`src/rtl/iept_pkg.sv`:
```
// Shared types and constants for the ICMP echo pair tracker.
package iept_pkg;

  localparam int unsigned FLOWS_DEF   = 16;
  localparam int unsigned SLOTS_DEF   = 4;
  localparam int unsigned ADDR_W      = 32;
  localparam int unsigned ID_W        = 16;
  localparam int unsigned SEQ_W       = 16;
  localparam int unsigned STAMP_W     = 32;
  localparam int unsigned TIMEOUT_W   = 16;
  localparam int unsigned STATUS_W    = 3;
  localparam int unsigned FIDX_W      = 4;
  localparam int unsigned EXP_W       = 7;
  localparam int unsigned IN_DATA_W   = 96;
  localparam int unsigned OUT_DATA_W  = 16;
  localparam logic [TIMEOUT_W-1:0] TIMEOUT_RST = 16'd1000;
  localparam logic [EXP_W-1:0]     EXP_MAX     = 7'd127;

  typedef enum logic [1:0] {
    CMD_REQUEST = 2'd0,
    CMD_REPLY   = 2'd1,
    CMD_TICK    = 2'd2,
    CMD_OTHER   = 2'd3
  } cmd_e;

  typedef enum logic [2:0] {
    ST_NEW_FLOW   = 3'd0,
    ST_REQ_ADDED  = 3'd1,
    ST_MATCHED    = 3'd2,
    ST_DENY       = 3'd3,
    ST_MISMATCH   = 3'd4,
    ST_TABLE_FULL = 3'd5,
    ST_SLOTS_FULL = 3'd6,
    ST_IGNORED    = 3'd7
  } status_e;

  typedef enum logic [3:0] {
    OP_NONE,
    OP_LOAD,
    OP_F_NEXT,
    OP_F_LATCH,
    OP_NEW_FLOW,
    OP_REQ_ADD,
    OP_FLOW_KEEP,
    OP_K_NEXT,
    OP_D_MOVE,
    OP_D_END,
    OP_W_CHECK,
    OP_W_END,
    OP_RESULT
  } dp_op_e;

  typedef enum logic [3:0] {
    FSM_IDLE,
    FSM_S_RD,
    FSM_S_CMP,
    FSM_HIT,
    FSM_K_RD,
    FSM_K_CMP,
    FSM_D_RD,
    FSM_D_WR,
    FSM_W_RD,
    FSM_W_CNT,
    FSM_W_SRD,
    FSM_W_SCHK,
    FSM_DONE
  } fsm_e;

  typedef struct packed {
    dp_op_e  op;
    logic    status_we;
    status_e status;
  } dp_cmd_t;

  typedef struct packed {
    logic in_valid;
    cmd_e in_kind;
    cmd_e kind;
    logic f_end;
    logic table_full;
    logic hit;
    logic slots_full;
    logic k_end;
    logic seq_hit;
    logic out_free;
  } dp_stat_t;

endpackage

```
`src/rtl/icmp_echo_pair_tracker.sv`:
```
// Top level of the ICMP echo pair tracker.
// One transaction in gives one transaction out. Requests and replies scan the
// flow table one entry at a time (read, then compare, as the flow RAM read is
// registered); replies then walk the matched flow's slots one at a time. A tick
// sweeps every opened flow and checks each of its pending slots for expiry.
// Input is taken only between transactions; the result register frees the
// input side while a result waits. The user must write timeout_ms through
// cfg_we_i/cfg_wdata_i only while idle; the block itself does not enforce it.
module icmp_echo_pair_tracker #(
  parameter int unsigned FLOWS = iept_pkg::FLOWS_DEF,
  parameter int unsigned SLOTS = iept_pkg::SLOTS_DEF
) (
  input  logic                            clk_i,
  input  logic                            rst_ni,
  input  logic                            cfg_we_i,
  input  logic [iept_pkg::TIMEOUT_W-1:0]  cfg_wdata_i,
  input  logic                            s_axis_tvalid,
  output logic                            s_axis_tready,
  // src_ip[31:0], dst_ip[63:32], icmp_id[79:64], seq_no[95:80]
  input  logic [iept_pkg::IN_DATA_W-1:0]  s_axis_tdata,
  // command[1:0]
  input  logic [1:0]                      s_axis_tuser,
  output logic                            m_axis_tvalid,
  input  logic                            m_axis_tready,
  // status[2:0], flow_index[6:3], expired_count[13:7], zero[15:14]
  output logic [iept_pkg::OUT_DATA_W-1:0] m_axis_tdata
);

  iept_pkg::dp_cmd_t  cmd;
  iept_pkg::dp_stat_t stat;

  iept_ctrl u_ctrl (
    .clk_i      (clk_i),
    .rst_ni     (rst_ni),
    .stat_i     (stat),
    .cmd_o      (cmd),
    .in_ready_o (s_axis_tready)
  );

  iept_dpath #(.FLOWS(FLOWS), .SLOTS(SLOTS)) u_dpath (
    .clk_i         (clk_i),
    .rst_ni        (rst_ni),
    .cfg_we_i      (cfg_we_i),
    .cfg_wdata_i   (cfg_wdata_i),
    .s_axis_tvalid (s_axis_tvalid),
    .s_axis_tdata  (s_axis_tdata),
    .s_axis_tuser  (s_axis_tuser),
    .m_axis_tready (m_axis_tready),
    .m_axis_tvalid (m_axis_tvalid),
    .m_axis_tdata  (m_axis_tdata),
    .cmd_i         (cmd),
    .stat_o        (stat)
  );

endmodule

```
`src/rtl/iept_ram.sv`:
```
// Generic single-port-write, single-port-read RAM with registered read.
module iept_ram #(
  parameter int unsigned WIDTH  = 8,
  parameter int unsigned ADDR_W = 4
) (
  input  logic              clk_i,
  input  logic              we_i,
  input  logic [ADDR_W-1:0] waddr_i,
  input  logic [WIDTH-1:0]  wdata_i,
  input  logic [ADDR_W-1:0] raddr_i,
  output logic [WIDTH-1:0]  rdata_o
);

  logic [WIDTH-1:0] mem_q [2**ADDR_W];
  logic [WIDTH-1:0] rdata_q;

  always_ff @(posedge clk_i) begin
    if (we_i) begin
      mem_q[waddr_i] <= wdata_i;
    end
    rdata_q <= mem_q[raddr_i];
  end

  assign rdata_o = rdata_q;

endmodule

```
`src/rtl/iept_ctrl.sv`:
```
// Controller state machine sequencing flow search, slot updates and tick sweeps.
module iept_ctrl (
  input  logic               clk_i,
  input  logic               rst_ni,
  input  iept_pkg::dp_stat_t stat_i,
  output iept_pkg::dp_cmd_t  cmd_o,
  output logic               in_ready_o
);

  iept_pkg::fsm_e state_q, state_d;

  always_ff @(posedge clk_i or negedge rst_ni) begin
    if (!rst_ni) begin
      state_q <= iept_pkg::FSM_IDLE;
    end else begin
      state_q <= state_d;
    end
  end

  always_comb begin
    state_d         = state_q;
    cmd_o.op        = iept_pkg::OP_NONE;
    cmd_o.status_we = 1'b0;
    cmd_o.status    = iept_pkg::ST_IGNORED;
    in_ready_o      = 1'b0;
    unique case (state_q)
      iept_pkg::FSM_IDLE: begin
        in_ready_o = 1'b1;
        if (stat_i.in_valid) begin
          cmd_o.op        = iept_pkg::OP_LOAD;
          cmd_o.status_we = 1'b1;
          cmd_o.status    = iept_pkg::ST_IGNORED;
          priority if (stat_i.in_kind == iept_pkg::CMD_TICK) begin
            state_d = iept_pkg::FSM_W_RD;
          end else if (stat_i.in_kind == iept_pkg::CMD_OTHER) begin
            state_d = iept_pkg::FSM_DONE;
          end else begin
            state_d = iept_pkg::FSM_S_RD;
          end
        end
      end
      iept_pkg::FSM_S_RD: begin
        if (stat_i.f_end) begin
          cmd_o.status_we = 1'b1;
          state_d         = iept_pkg::FSM_DONE;
          priority if (stat_i.kind == iept_pkg::CMD_REPLY) begin
            cmd_o.status = iept_pkg::ST_DENY;
          end else if (stat_i.table_full) begin
            cmd_o.status = iept_pkg::ST_TABLE_FULL;
          end else begin
            cmd_o.op     = iept_pkg::OP_NEW_FLOW;
            cmd_o.status = iept_pkg::ST_NEW_FLOW;
          end
        end else begin
          state_d = iept_pkg::FSM_S_CMP;
        end
      end
      iept_pkg::FSM_S_CMP: begin
        if (stat_i.hit) begin
          cmd_o.op = iept_pkg::OP_F_LATCH;
          state_d  = iept_pkg::FSM_HIT;
        end else begin
          cmd_o.op = iept_pkg::OP_F_NEXT;
          state_d  = iept_pkg::FSM_S_RD;
        end
      end
      iept_pkg::FSM_HIT: begin
        priority if (stat_i.kind == iept_pkg::CMD_REPLY) begin
          state_d = iept_pkg::FSM_K_RD;
        end else if (stat_i.slots_full) begin
          cmd_o.op        = iept_pkg::OP_FLOW_KEEP;
          cmd_o.status_we = 1'b1;
          cmd_o.status    = iept_pkg::ST_SLOTS_FULL;
          state_d         = iept_pkg::FSM_DONE;
        end else begin
          cmd_o.op        = iept_pkg::OP_REQ_ADD;
          cmd_o.status_we = 1'b1;
          cmd_o.status    = iept_pkg::ST_REQ_ADDED;
          state_d         = iept_pkg::FSM_DONE;
        end
      end
      iept_pkg::FSM_K_RD: begin
        if (stat_i.k_end) begin
          cmd_o.op        = iept_pkg::OP_FLOW_KEEP;
          cmd_o.status_we = 1'b1;
          cmd_o.status    = iept_pkg::ST_MISMATCH;
          state_d         = iept_pkg::FSM_DONE;
        end else begin
          state_d = iept_pkg::FSM_K_CMP;
        end
      end
      iept_pkg::FSM_K_CMP: begin
        cmd_o.op = iept_pkg::OP_K_NEXT;
        state_d  = stat_i.seq_hit ? iept_pkg::FSM_D_RD : iept_pkg::FSM_K_RD;
      end
      iept_pkg::FSM_D_RD: begin
        if (stat_i.k_end) begin
          cmd_o.op        = iept_pkg::OP_D_END;
          cmd_o.status_we = 1'b1;
          cmd_o.status    = iept_pkg::ST_MATCHED;
          state_d         = iept_pkg::FSM_DONE;
        end else begin
          state_d = iept_pkg::FSM_D_WR;
        end
      end
      iept_pkg::FSM_D_WR: begin
        cmd_o.op = iept_pkg::OP_D_MOVE;
        state_d  = iept_pkg::FSM_D_RD;
      end
      iept_pkg::FSM_W_RD: begin
        state_d = stat_i.f_end ? iept_pkg::FSM_DONE : iept_pkg::FSM_W_CNT;
      end
      iept_pkg::FSM_W_CNT: begin
        cmd_o.op = iept_pkg::OP_F_LATCH;
        state_d  = iept_pkg::FSM_W_SRD;
      end
      iept_pkg::FSM_W_SRD: begin
        if (stat_i.k_end) begin
          cmd_o.op = iept_pkg::OP_W_END;
          state_d  = iept_pkg::FSM_W_RD;
        end else begin
          state_d = iept_pkg::FSM_W_SCHK;
        end
      end
      iept_pkg::FSM_W_SCHK: begin
        cmd_o.op = iept_pkg::OP_W_CHECK;
        state_d  = iept_pkg::FSM_W_SRD;
      end
      iept_pkg::FSM_DONE: begin
        if (stat_i.out_free) begin
          cmd_o.op = iept_pkg::OP_RESULT;
          state_d  = iept_pkg::FSM_IDLE;
        end
      end
      default: state_d = iept_pkg::FSM_IDLE;
    endcase
  end

endmodule

```
`src/rtl/iept_dpath.sv`:
```
// Datapath: flow and slot memories, counters, timeout register and result register.
module iept_dpath #(
  parameter int unsigned FLOWS = iept_pkg::FLOWS_DEF,
  parameter int unsigned SLOTS = iept_pkg::SLOTS_DEF
) (
  input  logic                                clk_i,
  input  logic                                rst_ni,
  input  logic                                cfg_we_i,
  input  logic [iept_pkg::TIMEOUT_W-1:0]      cfg_wdata_i,
  input  logic                                s_axis_tvalid,
  input  logic [iept_pkg::IN_DATA_W-1:0]      s_axis_tdata,
  input  logic [1:0]                          s_axis_tuser,
  input  logic                                m_axis_tready,
  output logic                                m_axis_tvalid,
  output logic [iept_pkg::OUT_DATA_W-1:0]     m_axis_tdata,
  input  iept_pkg::dp_cmd_t                   cmd_i,
  output iept_pkg::dp_stat_t                  stat_o
);

  localparam int unsigned FA  = (FLOWS > 1) ? $clog2(FLOWS) : 1;
  localparam int unsigned FCW = $clog2(FLOWS + 1);
  localparam int unsigned SA  = (SLOTS > 1) ? $clog2(SLOTS) : 1;
  localparam int unsigned CW  = $clog2(SLOTS + 1);
  localparam int unsigned KW  = 2 * iept_pkg::ADDR_W + iept_pkg::ID_W;
  localparam int unsigned FW  = KW + CW;
  localparam int unsigned SW  = iept_pkg::SEQ_W + iept_pkg::STAMP_W;

  // latched transaction
  iept_pkg::cmd_e                 kind_q;
  logic [iept_pkg::ADDR_W-1:0]    src_q, dst_q;
  logic [iept_pkg::ID_W-1:0]      id_q;
  logic [iept_pkg::SEQ_W-1:0]     seq_q;
  logic [KW-1:0]                  key_q;

  logic [iept_pkg::TIMEOUT_W-1:0] timeout_q;
  logic [iept_pkg::STAMP_W-1:0]   now_q;
  logic [FCW-1:0]                 f_q, fcount_q;
  logic [CW-1:0]                  c_q, k_q, w_q;
  logic [iept_pkg::EXP_W-1:0]     exp_q;
  iept_pkg::status_e              status_q;
  logic                           m_valid_q;
  logic [iept_pkg::OUT_DATA_W-1:0] m_data_q;

  logic              flow_we;
  logic [FW-1:0]     flow_wdata, flow_rdata;
  logic              slot_we;
  logic [CW-1:0]     slot_widx;
  logic [SW-1:0]     slot_wdata, slot_rdata;

  logic [iept_pkg::ADDR_W-1:0]  rd_snd, rd_dst;
  logic [iept_pkg::ID_W-1:0]    rd_id;
  logic [CW-1:0]                rd_cnt;
  logic [iept_pkg::SEQ_W-1:0]   rd_seq;
  logic [iept_pkg::STAMP_W-1:0] rd_stamp, age;
  logic                         expired;
  logic [KW-1:0]                in_key;
  logic [iept_pkg::FIDX_W-1:0]  res_flow;

  assign rd_snd   = flow_rdata[iept_pkg::ADDR_W-1:0];
  assign rd_dst   = flow_rdata[2*iept_pkg::ADDR_W-1:iept_pkg::ADDR_W];
  assign rd_id    = flow_rdata[KW-1:2*iept_pkg::ADDR_W];
  assign rd_cnt   = flow_rdata[FW-1:KW];
  assign rd_seq   = slot_rdata[iept_pkg::SEQ_W-1:0];
  assign rd_stamp = slot_rdata[SW-1:iept_pkg::SEQ_W];
  assign age      = now_q - rd_stamp;
  assign expired  = age >= {{(iept_pkg::STAMP_W-iept_pkg::TIMEOUT_W){1'b0}}, timeout_q};
  assign in_key   = {id_q, dst_q, src_q};

  iept_ram #(.WIDTH(FW), .ADDR_W(FA)) u_flow_ram (
    .clk_i   (clk_i),
    .we_i    (flow_we),
    .waddr_i (f_q[FA-1:0]),
    .wdata_i (flow_wdata),
    .raddr_i (f_q[FA-1:0]),
    .rdata_o (flow_rdata)
  );

  iept_ram #(.WIDTH(SW), .ADDR_W(FA + SA)) u_slot_ram (
    .clk_i   (clk_i),
    .we_i    (slot_we),
    .waddr_i ({f_q[FA-1:0], slot_widx[SA-1:0]}),
    .wdata_i (slot_wdata),
    .raddr_i ({f_q[FA-1:0], k_q[SA-1:0]}),
    .rdata_o (slot_rdata)
  );

  always_comb begin
    flow_we    = 1'b0;
    flow_wdata = {c_q, in_key};
    slot_we    = 1'b0;
    slot_widx  = k_q;
    slot_wdata = {now_q, seq_q};
    unique case (cmd_i.op)
      iept_pkg::OP_NEW_FLOW: begin
        flow_we    = 1'b1;
        flow_wdata = {CW'(1), in_key};
        slot_we    = 1'b1;
        slot_widx  = '0;
      end
      iept_pkg::OP_REQ_ADD: begin
        flow_we    = 1'b1;
        flow_wdata = {c_q + CW'(1), in_key};
        slot_we    = 1'b1;
        slot_widx  = c_q;
      end
      iept_pkg::OP_FLOW_KEEP: begin
        flow_we = 1'b1;
      end
      iept_pkg::OP_D_MOVE: begin
        slot_we    = 1'b1;
        slot_widx  = k_q - CW'(1);
        slot_wdata = slot_rdata;
      end
      iept_pkg::OP_D_END: begin
        flow_we    = 1'b1;
        flow_wdata = {c_q - CW'(1), in_key};
      end
      iept_pkg::OP_W_CHECK: begin
        slot_we    = !expired;
        slot_widx  = w_q;
        slot_wdata = slot_rdata;
      end
      iept_pkg::OP_W_END: begin
        flow_we    = 1'b1;
        flow_wdata = {w_q, key_q};
      end
      default: ;
    endcase
  end

  always_comb begin
    res_flow = iept_pkg::FIDX_W'(f_q);
    if (status_q == iept_pkg::ST_DENY || status_q == iept_pkg::ST_TABLE_FULL ||
        status_q == iept_pkg::ST_IGNORED) begin
      res_flow = '0;
    end
  end

  always_ff @(posedge clk_i) begin
    if (cmd_i.op == iept_pkg::OP_LOAD) begin
      kind_q <= iept_pkg::cmd_e'(s_axis_tuser);
      src_q  <= s_axis_tdata[31:0];
      dst_q  <= s_axis_tdata[63:32];
      id_q   <= s_axis_tdata[79:64];
      seq_q  <= s_axis_tdata[95:80];
    end
    if (cmd_i.op == iept_pkg::OP_F_LATCH) begin
      key_q <= flow_rdata[KW-1:0];
    end
    if (cmd_i.op == iept_pkg::OP_RESULT) begin
      m_data_q <= {2'b00, exp_q, res_flow, status_q};
    end
  end

  always_ff @(posedge clk_i or negedge rst_ni) begin
    if (!rst_ni) begin
      timeout_q <= iept_pkg::TIMEOUT_RST;
      now_q     <= '0;
      f_q       <= '0;
      fcount_q  <= '0;
      c_q       <= '0;
      k_q       <= '0;
      w_q       <= '0;
      exp_q     <= '0;
      status_q  <= iept_pkg::ST_IGNORED;
      m_valid_q <= 1'b0;
    end else begin
      if (cfg_we_i) begin
        timeout_q <= cfg_wdata_i;
      end
      if (cmd_i.status_we) begin
        status_q <= cmd_i.status;
      end
      if (cmd_i.op == iept_pkg::OP_RESULT) begin
        m_valid_q <= 1'b1;
      end else if (m_valid_q && m_axis_tready) begin
        m_valid_q <= 1'b0;
      end
      unique case (cmd_i.op)
        iept_pkg::OP_LOAD: begin
          f_q   <= '0;
          k_q   <= '0;
          exp_q <= '0;
          if (iept_pkg::cmd_e'(s_axis_tuser) == iept_pkg::CMD_TICK) begin
            now_q <= now_q + iept_pkg::STAMP_W'(1);
          end
        end
        iept_pkg::OP_F_NEXT: f_q <= f_q + FCW'(1);
        iept_pkg::OP_F_LATCH: begin
          c_q <= rd_cnt;
          k_q <= '0;
          w_q <= '0;
        end
        iept_pkg::OP_NEW_FLOW: fcount_q <= fcount_q + FCW'(1);
        iept_pkg::OP_K_NEXT, iept_pkg::OP_D_MOVE: k_q <= k_q + CW'(1);
        iept_pkg::OP_W_CHECK: begin
          k_q <= k_q + CW'(1);
          if (expired) begin
            if (exp_q != iept_pkg::EXP_MAX) begin
              exp_q <= exp_q + iept_pkg::EXP_W'(1);
            end
          end else begin
            w_q <= w_q + CW'(1);
          end
        end
        iept_pkg::OP_W_END: f_q <= f_q + FCW'(1);
        default: ;
      endcase
    end
  end

  assign m_axis_tvalid = m_valid_q;
  assign m_axis_tdata  = m_data_q;

  assign stat_o.in_valid   = s_axis_tvalid;
  assign stat_o.in_kind    = iept_pkg::cmd_e'(s_axis_tuser);
  assign stat_o.kind       = kind_q;
  assign stat_o.f_end      = (f_q == fcount_q);
  assign stat_o.table_full = (fcount_q == FCW'(FLOWS));
  assign stat_o.hit        = (rd_id == id_q) &&
                             (((rd_snd == src_q) && (rd_dst == dst_q)) ||
                              ((rd_snd == dst_q) && (rd_dst == src_q)));
  assign stat_o.slots_full = (c_q == CW'(SLOTS));
  assign stat_o.k_end      = (k_q == c_q);
  assign stat_o.seq_hit    = (rd_seq == seq_q);
  assign stat_o.out_free   = !m_valid_q || m_axis_tready;

endmodule

```
`config.mk`:
```
export PLATFORM = sky130hd
export DESIGN_NAME = icmp_echo_pair_tracker
export DESIGN_NICKNAME = d
export VERILOG_FILES = /design/src/rtl/iept_pkg.sv /design/src/rtl/icmp_echo_pair_tracker.sv /design/src/rtl/iept_ram.sv /design/src/rtl/iept_ctrl.sv /design/src/rtl/iept_dpath.sv
export SDC_FILE = /design/constraint.sdc
export NUM_CORES = 2
export LEC_CHECK = 0
export BUFFER_PORTS_ARGS = -buffer_cell sky130_fd_sc_hd__buf_2
export CAP_MARGIN = 30
export CORE_MARGIN = 2
export CORE_UTILIZATION = 25
export DETAILED_ROUTE_END_ITERATION = 6
export PLACE_DENSITY = 0.48
export SLEW_MARGIN = 10
export SYNTH_ARGS = -nofsm -noshare
export SYNTH_HDL_FRONTEND = slang
export SYNTH_MEMORY_MAX_BITS = 65536
export SYNTH_SLANG_ARGS = --single-unit
```
`constraint.sdc`:
```
create_clock -name clk_i -period 10.6 [get_ports clk_i]
set_input_delay 0.53 -clock clk_i [delete_from_list [all_inputs] [get_ports clk_i]]
set_output_delay 0.53 -clock clk_i [all_outputs]
set_load 0.1 [all_outputs]
```
# Yosys cells after proc, flatten, opt, wreduce, memory -nomap -nowiden
# Memory sizes are Yosys's and may differ from the RTL's. A register that Yosys moved wholly into a read port is not among the register bits.
# Cells that the tools add are included.
[op_classes]
addsub = 10
magnitude_cmp = 1
eq_ne = 46
mux = 47
reduce_logical = 27
[ops]
columns = ["operator", "n"]
rows = [
  ["$pmux 83 s4", 1],
  ["$eq 32x32->1", 4],
  ["$pmux 4 s12", 2],
  ["$mux 48", 1],
  ["$mux 4", 11],
  ["$eq 4x4->1 const B", 10],
  ["$add 32x1->32 const B", 1],
  ["$eq 16x16->1", 2],
  ["$eq 4x3->1 const B", 8],
  ["$ge 32x16->1", 1],
  ["$sub 32x32->32", 1],
  ["$mux 8", 3],
  ["$mux 7", 3],
  ["$pmux 4 s5", 1],
  ["$eq 4x2->1 const B", 4],
  ["$mux 3", 5],
  ["$pmux 7 s2", 1],
  ["$pmux 3 s2", 2],
  ["$add 5x1->5 const B", 2],
  ["$pmux 5 s2", 1],
  ["$reduce_bool 2->1", 5],
  ["$add 3x1->3 const B", 3],
  ["$eq 3x3->1 const B", 3],
  ["$mux 1", 9],
  ["27 further kinds", 47],
]
[totals]
ff_bits = 274
mem_bits_rw = 4400
inputBits = 119
out_inout_bits = 18
mem_count = 2
[mem_list]
columns = ["memory", "words", "width", "rd", "rd_ports_with_merged_regs", "write_ports", "line_no", "rtl"]
rows = [
  ["u_dpath.u_slot_ram.mem_q", 64, 48, 1, 1, 1, "iept_ram.sv:14", "logic [WIDTH-1:0] mem_q [2**ADDR_W];"],
  ["u_dpath.u_flow_ram.mem_q", 16, 83, 1, 1, 1, "iept_ram.sv:14", ""],
]

# Depth between registers and ports, before layout
[depth]
ltp_word = 11
depth_mapped = 23
ltp_nobuf = 21

# By module
# A second synthesis with hierarchy kept.
[unflattened]
cells_unflattened = 8726
hier_area_um2 = 184443.1
[by_module_without_submodules]
columns = ["mod", "instances", "cells_each", "area_per_inst_um2"]
rows = [
  ["iept_ram at u_dpath.u_slot_ram", 1, 4970, 117117.3],
  ["iept_ram at u_dpath.u_flow_ram", 1, 2129, 51310.5],
  ["iept_dpath", 1, 1537, 15356.0],
  ["iept_ctrl", 1, 90, 659.4],
]

# Worst setup path after synthesis
# Ideal clock, no wire load.
[synth_timing]
kind = "reg-to-reg"
from = "register u_dpath.now_q[0] in the netlist's numbering"
to = "memory u_dpath.u_slot_ram.mem_q[12][0] in the netlist's numbering, enable pin"
arrival_time_ns = 7.490
t_required_ns = 10.087
path_slack_ns = 2.597
path_stages_with_launch = 24
path_buffers = 2
period_less_slack_ns = 8.003
path_cell_list = "dfrtp_1 -> inv_1 -> ha_1 -> fa_1 -> nor2b_1 -> o2111ai_1 -> nand2_1 -> a21o_1 -> a21o_1 -> a21o_1 -> a21oi_1 -> xnor2_1 -> ha_1 -> a21o_1 -> a21oi_1 -> o211ai_1 -> a311o_1 -> a2111o_1 -> nor4_2 -> o2111ai_1 -> and2_1 -> buf_6 -> buf_6 -> nor3_1"
[synth_between]
elab_chain_cells = 6
[synth_rtl]
columns = ["item", "line_no", "rtl"]
rows = [
  ["start, declared", "iept_dpath.sv:36", "logic [iept_pkg::STAMP_W-1:0] now_q;"],
  ["start signal, assigned", "iept_dpath.sv:185", "now_q <= now_q + iept_pkg::STAMP_W'(1);"],
  ["$sub 32x32->32", "iept_dpath.sv:65", "assign age = now_q - rd_stamp;"],
  ["$ge 32x16->1", "iept_dpath.sv:66", "assign expired = age >= {{(iept_pkg::STAMP_W-iept_pkg::TIMEOUT_W){1'b0}}, timeout_q};"],
  ["$logic_not 1->1", "iept_dpath.sv:119", "slot_we = !expired;"],
  ["$pmux 1 s2", "iept_dpath.sv:93", "unique case (cmd_i.op)"],
  ["$mux 1", "iept_ram.sv:18", "if (we_i) begin"],
  ["$mux 1 (implied by the code)", "iept_ram.sv:19", "mem_q[waddr_i] <= wdata_i;"],
  ["end, declared", "iept_ram.sv:14", ""],
]
# No other way between the ends.

# Final worst setup path
[layout_timing]
from = "register u_dpath.now_q[0] in the netlist's numbering"
to = "memory u_dpath.u_slot_ram.mem_q[39][43] in the netlist's numbering, enable pin"
# The elaborated chain is that of the path after synthesis.

==> results by group <==
Power
  • Leakage power: 0.07042 uW
  • Worst VDD drop: 0.2133 mV
  • PwrDens: 253.5 nW/um^2

Routing
  • Routed via count: 94397
  • Routed Antenna Nets: 0
  • Post-DR wirelength/cell: 29.04 um
  • DR iter-0 viols: 10783
  • DRC viols: 0
  • Via density: 4.755
  • Routed WL: 576500 um
  • Detailed Routing Iterations Pass 1: 6

Clock tree
  • CTS tree: done
  • Post-cts gate resize count: 0
  • Hold buffer count at cts: 149
  • CTS max path bufs: 4
  • Clk_lat worst skew: 1100 ps
  • Post-CTS setup buffer count: 0
  • Root buf cell: clkbuf_16
  • Worst-path clk slew: 60 ps
  • Clk sink count: 4805
  • Cts bufs inserted: 525
  • H-tree Lvls: 6

Critical path
  • CP Class: reg2reg
  • Setup crit start kind: flip-flop
  • CP arrival: 8070 ps
  • CP required: 11250 ps
  • CP max FO: 35
  • Crit end category: flip-flop
  • Worst R2R Setup Slack: 3180 ps

Synth
  • Seq cells post-synth: 4805
  • Post-synth EDFFs: 4592
  • Ys async rst share: 1.707%
  • Synthesized cell area: 184000 sq um
  • Ys flop type: edfxtp_1
  • Syn_area_per_cell: 20.60 sq um
  • Post-synth cell types: 72
  • Seq/Total Area, Yosys: 77.50%
  • Ys Warns: 0
  • Post-Synthesis Cells: 8929

Global routing
  • Pin count of the biggest net entering global routing: 133
  • Initial antenna violation count: 40
  • Gr usage total: 14.91%
  • Vias in the first global route: 95384
  • GRT overflow: 0
  • First-pass GRT wire length: 787400 um

Floorplanning
  • Initial Util: 25.04%
  • Die Y-Extent: 861.8 um
  • Die width: 861.8 um
  • # rows: 315
  • Die area: 742800 sq um
  • Core area: 734700 sq um
  • Ports: 137

Timing
  • Achievable Freq: 134.9 MHz
  • Period minus WS final: 7415 ps
  • Slew headroom: 19.80%
  • Pins Over Slew Limit: 0
  • Crit share post-route: 69.95%
  • Finish-stage setup viols: 0
  • Clk_skew: 104.0 ps
  • Setup TNS: 0 ps
  • Worst-Margin Slew: 1203 ps
  • Final Hold Violating Endpoints: 0
  • RSZ-0062 raised after global routing: false

Placed design
  • Port bufs: 134
  • Gp weighted congestion: 0.8141
  • Hpwl dp: 340500 um

Finish
  • Utilization after layout: 29.60%
  • Layout cell share with drive strength beyond 1: 22.93%
  • Commonest non-fill, non-tap cell in the layout: edfxtp_1
  • Commonest non-fill, non-tap cells in the layout: 4592 x edfxtp_1, 811 x mux4_2, 611 x mux2i_1
  • Synth-to-layout area growth: 18.20%
  • NumNets Final: 9773

Worst hold path
  • Hold Crit Class: in2reg

Job
  • # Max-Cap Violations: 0

Status
  • Outcome: completed
==> Yosys cell counts, drive strengths merged, types with 5 or more instances <==
cell    instances  area (sq um)
nor4           18         118.9
o211ai          7         52.55
clkbuf        326          1224
mux2          141          1588
a22oi         339          2545
nor2           98         367.9
o22ai         304          1902
a21oi          75         375.4
a211oi         15         112.6
dfrtp          73          1827
a221oi          5         43.79
nand4          65         406.6
nor3           98         585.6
a211o          86         753.2
nand2         174         653.1
a21o           16         120.1
xnor2         185          1620
nand2b         13         81.33
and2            8         50.05
mux2i         613          6136
o21a           10         75.07
and3           11         68.82
o31ai          11         82.58
buf           146         630.6
or4            22         165.2
mux4          811         18270
a31oi          14         87.58
o21ai          66         330.3
inv            77         289.0
ha             57         713.2
xor2           38         332.8
dfxtp         131          2623
nand3         203          1016
dfstp           9         236.5
nor2b          10         62.56
edfxtp       4592        137900
==> per-stage QoR <==
step	cells	worst slack [ps]	hold WS (ps)	instance area [sq um]	power [uW]
2_1_floorplan	8930	2597	234.4	184000	31290
3_3_place_gp	18699	3252	439.6	198500	37490
3_5_place_dp	18727	3294	439.9	198900	37690
4_1_cts	19823	3223	90.36	217100	55640
5_1_grt	19844	2779	111.8	217400	56960
6_report	19852	3185	181.9	217500	55130
==> layout make-up <==
class,count,area [sq um]
clock buffer,692,14190
antenna,10,25.02
inverter,79,311.5
timing repair buffer,610,5440
tap,9827,12300
clock inverter,255,2521
fill,71208,517200
sequential,4805,142600
multi-input combinational,3574,40080
==> path summary, 6_finish.rpt <==
path | from | end | cells after the start
worst max-delay path | u_dpath.now_q[0] | u_dpath.u_slot_ram.mem_q[39][43] | 24
worst min-delay path | m_axis_tready | u_dpath.m_axis_tvalid | 3
worst max register to register | u_dpath.now_q[0] | u_dpath.u_slot_ram.mem_q[39][43] | 24
worst min register to register | u_dpath.u_flow_ram.rdata_o[77] | u_dpath.key_q[77] | 0
max in group asynchronous | rst_ni | u_dpath.f_q[1] | 4
min in group asynchronous | rst_ni | u_dpath.now_q[13] | 3
==> logic make-up after synthesis <==
family | Yosys count | synth area share [%]
AND/OR/NAND/NOR | 739 | 2.023
flip-flops | 4805 | 77.50
XOR/XNOR | 223 | 1.062
other | 1 | 0.002038
AO/OA/AOI/OAI | 986 | 3.708
buffers and inverters | 551 | 1.169
multiplexers | 1565 | 14.13
adder cells (fa/ha/maj) | 59 | 0.4094
==> worst max-delay path: stages (launching register included) <==
cell	delay [ps]
dfrtp_1	410
inv_1	160
ha_1	210
fa_1	220
nor2b_1	80
o2111ai_1	420
nand2_1	170
a21o_1	220
a21o_1	200
a21o_1	180
a21oi_1	220
xnor2_1	170
ha_1	280
a21o_1	170
a21oi_1	170
o211ai_1	100
a311o_1	330
a2111o_1	300
nor4_2	210
o2111ai_2	190
buf_4	250
and2_4	400
buf_4	450
nor3_4	670
buf_4	670
==> sequential cells by signal (all words and copies together) (netlist names), 7 cells and up <==
register	cells
u_dpath.seq_q	16
u_dpath.exp_q	7
u_dpath.id_q	16
u_dpath.src_q	32
u_dpath.u_slot_ram.rdata_o	48
u_dpath.u_flow_ram.mem_q	1328
u_dpath.key_q	80
u_dpath.timeout_q	16
u_dpath.u_slot_ram.mem_q	3072
u_dpath.u_flow_ram.rdata_o	83
u_dpath.dst_q	32
u_dpath.m_axis_tdata	14
u_dpath.now_q	32
==> where the power goes <==
| part | internal (uW) | switching (uW) | total (uW) |
|---|---|---|---|
| registers | 22600 | 834 | 23400 |
| clock network | 10200 | 7680 | 17900 |
| logic | 4700 | 9150 | 13800 |
==> routing by layer <==
layer	wire length [um]	up-vias	share of wire [%]	track usage, %
met3	35810	727	6.2	2.197
met4	15610	10	2.7	3.663
met5	70	-	0.012	0
met2	281000	3610	49	25.19
met1	244000	51502	42	20.23
li1	-	38548	-	-
Note: power is estimated with default switching activity, not from simulation.
